**src/cale_pkg.sv**
```systemverilog
package cale_pkg;

    // Store geometry.
    localparam int DEPTH  = 128;
    localparam int ADDR_W = $clog2(DEPTH);
    localparam int CNT_W  = $clog2(DEPTH + 1);
    localparam int WORD_W = 64;

    // Request codes.
    localparam logic [3:0] FN_START          = 4'd0;
    localparam logic [3:0] FN_ADVANCE        = 4'd1;
    localparam logic [3:0] FN_INSERT         = 4'd2;
    localparam logic [3:0] FN_ATTACH         = 4'd3;
    localparam logic [3:0] FN_REMOVE         = 4'd4;
    localparam logic [3:0] FN_ADD_FRONT      = 4'd5;
    localparam logic [3:0] FN_REMOVE_FRONT   = 4'd6;
    localparam logic [3:0] FN_ADD_END        = 4'd7;
    localparam logic [3:0] FN_LAST_TO_CURSOR = 4'd8;

    // Error codes.
    localparam logic [1:0] ERR_OK   = 2'd0;
    localparam logic [1:0] ERR_FULL = 2'd1;
    localparam logic [1:0] ERR_NONE = 2'd2;

    typedef struct packed {
        logic [3:0]        func;
        logic [WORD_W-1:0] entry_word;
    } t_req;

    typedef struct packed {
        logic [WORD_W-1:0] current_word;
        logic              has_current;
        logic [7:0]        item_count;
        logic [7:0]        cursor_pos;
        logic [1:0]        error_code;
    } t_result;

    // Commands from the controller to the datapath.
    typedef struct packed {
        logic accept;
        logic shift;
        logic write;
        logic read;
        logic emit;
    } t_cmd;

    // Status from the datapath to the controller.
    typedef struct packed {
        logic plan_moves;
        logic plan_write;
        logic last_move;
        logic word_write;
    } t_status;

    // Low eight bits of a count, zero extended when the count is narrower.
    function automatic logic [7:0] to_byte(input logic [CNT_W-1:0] v);
        logic [CNT_W+7:0] w;
        w = {8'd0, v};
        return w[7:0];
    endfunction

endpackage

```
**src/cale_ctrl.sv**
```systemverilog
module cale_ctrl (
    input  logic              i_clk,
    input  logic              i_rst_n,
    input  logic              start,
    input  cale_pkg::t_status i_status,
    output cale_pkg::t_cmd    o_cmd,
    output logic              busy
);
    import cale_pkg::*;

    typedef enum logic [5:0] {
        S_IDLE  = 6'b000001,
        S_SHIFT = 6'b000010,
        S_DRAIN = 6'b000100,
        S_WRITE = 6'b001000,
        S_READ  = 6'b010000,
        S_OUT   = 6'b100000
    } t_state;

    t_state r_state;
    t_state n_state;

    // Next state and command decode.
    always_comb begin
        n_state      = r_state;
        o_cmd        = '0;
        case (r_state)
            S_IDLE: begin
                if (start) begin
                    o_cmd.accept = 1'b1;
                    if (i_status.plan_moves) begin
                        n_state = S_SHIFT;
                    end else if (i_status.plan_write) begin
                        n_state = S_WRITE;
                    end else begin
                        n_state = S_READ;
                    end
                end
            end
            S_SHIFT: begin
                o_cmd.shift = 1'b1;
                if (i_status.last_move) begin
                    n_state = S_DRAIN;
                end
            end
            S_DRAIN: begin
                // The last moved word is written in this cycle.
                n_state = i_status.word_write ? S_WRITE : S_READ;
            end
            S_WRITE: begin
                o_cmd.write = 1'b1;
                n_state     = S_READ;
            end
            S_READ: begin
                o_cmd.read = 1'b1;
                n_state    = S_OUT;
            end
            S_OUT: begin
                o_cmd.emit = 1'b1;
                n_state    = S_IDLE;
            end
            default: begin
                n_state = S_IDLE;
            end
        endcase
    end

    // State register.
    always_ff @(posedge i_clk) begin
        if (!i_rst_n) begin
            r_state <= S_IDLE;
        end else begin
            r_state <= n_state;
        end
    end

    assign busy = (r_state != S_IDLE);

endmodule

```
**config.mk**
```make
export PLATFORM = sky130hd
export DESIGN_NAME = cale_ctrl
export DESIGN_NICKNAME = d
export VERILOG_FILES = /design/src/cale_pkg.sv /design/src/cale_ctrl.sv
export SDC_FILE = /design/constraint.sdc
export NUM_CORES = 1
export LEC_CHECK = 0
export BUFFER_PORTS_ARGS = -buffer_cell sky130_fd_sc_hd__buf_2
export CAP_MARGIN = 40
export CORE_AREA = 5 5 42 44
export CTS_BUF_LIST = sky130_fd_sc_hd__clkbuf_2
export CTS_CLUSTER_SIZE = 30
export DETAILED_ROUTE_END_ITERATION = 6
export DIE_AREA = 0 0 47 49
export GPL_TIMING_DRIVEN = 0
export PLACE_DENSITY = 0.49
export SLEW_MARGIN = 20
export SYNTH_ARGS = -nofsm -noshare
export SYNTH_HDL_FRONTEND = slang
export SYNTH_SLANG_ARGS = --single-unit
```
**constraint.sdc**
```tcl
create_clock -name i_clk -period 1.75 [get_ports i_clk]
set_input_delay 0.175 -clock i_clk [delete_from_list [all_inputs] [get_ports i_clk]]
set_output_delay 0.175 -clock i_clk [all_outputs]
set_load 0.05 [all_outputs]
```
# After elaboration in Yosys (flattened, before gate mapping)
# Index checks and enable logic that the tools add are counted.
# word_totals
reg_bits,6
input_bits,7
out_inout_bits,6
wordCells,23
# classes
n_eq_ne,9
n_mux,12
reduce_logical,1
# op_table
cell,count
6-bit case mux with 5 select lines,1
6-bit 2-to-1 mux,3
5-bit 2-to-1 mux,2
6-bit by 1-bit equality test with 1-bit output (second input constant),1
6-bit by 2-bit equality test with 1-bit output (second input constant),1
6-bit by 3-bit equality test with 1-bit output (second input constant),1
6-bit by 4-bit equality test with 1-bit output (second input constant),1
6-bit by 5-bit equality test with 1-bit output (second input constant),1
6-bit equality test (second input constant),1
1-bit 2-to-1 mux,6
6-bit by 1-bit inequality test with 1-bit output (second input constant),1
2-bit inequality test (second input constant),2
2-bit AND reduction,1

# Longest topological paths before layout
# depth
word_depth,4
ltp_mapped,5
ltp_nobuf,4

# Worst setup path after synthesis
# Ideal clock, no wire load.
# synth_timing
path_kind,reg-to-reg
startpoint,reg r_state[3]
endpoint,reg r_state[1]
setup_ns,0.066
arrival_ns,2.012
required_time_ns,1.684
setup_slack_ns,-0.329
path_stages_with_launch,6
n_path_buf,1
synth_period_minus_slack_ns,2.079
cell_sequence,dfxtp_1 -> buf_6 -> or4_4 -> nor3b_2 -> a22oi_1 -> nor2b_1
# synth_between
elab_chain_cells,3
elab_cells_between_ends,9
cone_classes,7 x eq/ne; 1 x mux; 1 x reduce/logical
# synth_lines
element,line,rtl
from (decl),cale_ctrl.sv:20,t_state r_state;
from (signal assigned),cale_ctrl.sv:73,r_state <= n_state;
6-bit by 2-bit equality test with 1-bit output or 6-bit by 1-bit equality test with 1-bit output (tied branches),cale_ctrl.sv:27,case (r_state)
2-bit inequality test (no line),-,
2-bit AND reduction (no line),-,
# Several ways; a longest one is shown, not always the timed one.
# A chain may end at the register's enable or synchronous reset.

==> impl_metrics.tcl <==
set metrics [dict create \
    status "complete, no violations" \
    drive_gt1_share_pct 44.4 \
    ctsLongestPathBuffers 2 \
    crit_start "r_state[3]" \
    stdcell_count 79 \
    timing.setup.tns_ns 0 \
    rows 14 \
    synth-edff-count 0 \
    n_antenna_cell 0 \
    peakVddDrop_mv 0.319 \
    hold_class "primary input to register" \
    fmax_mhz 579 \
    drtIter0Drc 9 \
    top_register "r_state" \
    cts_inserted_buffers 3 \
    synthCells 46 \
    die_h_um 49 \
    syn_to_final_growth_pct 37.7 \
    post-route-period-util_pct 98.6 \
    clock_latency_ns 0.22 \
    required_ns 1.57 \
    final_common_cell "buf_2" \
    via_count 413 \
    cp_max_fo 4 \
    slew_headroom_pct 77.0 \
    cts_tree "yes" \
    globalplace.congestion 0.818 \
    path_cells "or4_4, nor3b_4, buf_6" \
    start_util_pct 27.9 \
    grt_pass1_vias 411 \
    rsz0062_at_grt "yes" \
    critical_path.max_stage_delay_ns 0.58 \
    power_density_mw_per_mm2 774 \
    yosysWarningCount 0 \
    dp_hpwl_um 736 \
    clkTransAtPathRegs_ns 0.06 \
    drt_wl_total_um 960 \
    coreArea_mm2 0.00140 \
    ant_nets 0 \
    antenna_found_initial 0 \
    portBuffers 12 \
    multiInputGateArea_um2 265 \
    final_util_pct 38.5 \
    seqCellArea_um2 126 \
    via_per_inst 5.23 \
    finalClockSkew_ns 0.00379 \
    min_period_ns 1.73 \
    critPathLaunchType "register" \
    critical-path-top-delay-family "simple AND/OR/NAND/NOR gates" \
    cts_sinks 6 \
    finalHoldViolations 0 \
    p_leak_nw 0.240 \
    synth_ff_type "dfxtp_1" \
    largest_reg_flops 6 \
    grt_max_degree 9 \
    path_class "register to output pin" \
    layout.nets 72 \
    synth_cell_type_count 27 \
    final_cell_mix "buf_2 (9), buf_4 (5), nor2_1 (4)" \
    r2r_start "r_state[3]" \
    fin_ws_ns 0.0243 \
    max-cap-violations 0 \
    dpl_worst_slack_ns 0.118 \
    path_buf_inv 1 \
    power.total_mw 0.418 \
    synth-seq-cells 6 \
    synthArstFlopShare_pct 0 \
    setup_violations 0 \
    end_kind "output pin" \
    drtPass1Iterations 4 \
    fillers 157 \
    crit_slowest_cell "or4_4" \
    wire_per_inst_um 12.2 \
    overflow 0 \
    drc_errors 0 \
    die_w_um 47 \
    placed_cells 74 \
    slew_viol_final 0 \
    synthesis.nets 53 \
    synthesis.area_um2 392 \
    cts_htree_levels 1 \
    arrival_ns 1.55 \
    worst_pin_slew_ns 0.339 \
    grt_pass1_wl_um 1650 \
    cts_root_buf "clkbuf_2" \
    avgSynthCellArea_um2 8.51 \
    ios 13 \
    fp.dieArea_mm2 0.00230 \
    worst_hold_startpoint "i_rst_n" \
    synth-seq-area-share_pct 30.7 \
    reg_top3 "r_state: 6 flops" \
    track_usage_pct 9.58 \
]
## cell families after synthesis
kind of cell | Yosys count | share of synthesized area [%]
and+or+nand+nor | 26 | 43.5
AOI/OAI and AO/OA | 7 | 14.4
xor gates and xnor gates | 1 | 2.24
buffers and inverters | 5 | 6.71
DFF | 6 | 30.7
muxes | 1 | 2.56
## power breakdown
group | leakage [nW] | switching (mW) | internal, mW | total, mW
clock | 0.0125 | 0.0457 | 0.0463 | 0.0920
combinational | 0.178 | 0.0968 | 0.0640 | 0.161
sequential | 0.0498 | 0.0187 | 0.146 | 0.165
total | 0.240 | 0.161 | 0.256 | 0.418
## metal layers
| layer | up-vias | track usage, % | wire length [um] |
|---|---|---|---|
| met5 | - | 0 | 0 |
| met4 | 0 | 6.91 | 25 |
| met3 | 4 | 2.21 | 38 |
| met2 | 12 | 12.7 | 433 |
| met1 | 191 | 13.0 | 462 |
| li1 | 206 | - | - |
## Yosys cell counts, types with 2 or more instances
cell	instances	area (um2)
and2_1	3	18.8
and3_1	2	12.5
dfxtp_1	6	120
inv_1	3	11.3
nand2b_1	2	12.5
nor2_1	5	18.8
nor2b_1	2	12.5
nor3_1	2	10.0
nor4_1	2	12.5
nor4b_1	2	17.5
## stage by stage
| stage | area (um2) | hold slack [ns] |
|---|---|---|
| 6_report | 539 | 0.197 |
| 3_3_place_gp | 483 | 0.408 |
| 5_1_grt | 539 | 0.177 |
| 4_1_cts | 517 | 0.188 |
| 2_1_floorplan | 403 | 0.303 |
| 3_5_place_dp | 483 | 0.419 |
## area by class of cell
class | count | share of cell area, %
clock buffers | 3 | 2.78
inverters | 3 | 2.09
multi-input cells | 35 | 49.2
flip-flops and latches | 6 | 23.4
well taps | 16 | 3.71
repair buffers | 16 | 18.8
## final timing paths
kind	end	slack (ns)	cells after the start
hold / removal	r_state[1]	0.20	2
setup reg to reg	r_state[1]	0.15	6
hold reg to reg	r_state[3]	0.61	2
setup / recovery	o_cmd[3]	0.02	3
## repair_timing
action / in CTS / in global routing
pin swaps: 2 / 1
resized for setup: 5 / 6
hold buffers: 0 / 0
setup buffers: 3 / 1
gates cloned: 0 / 0
setup endpoints to repair: 3 / 6
No activity file was read; power rests on OpenSTA's default activity.
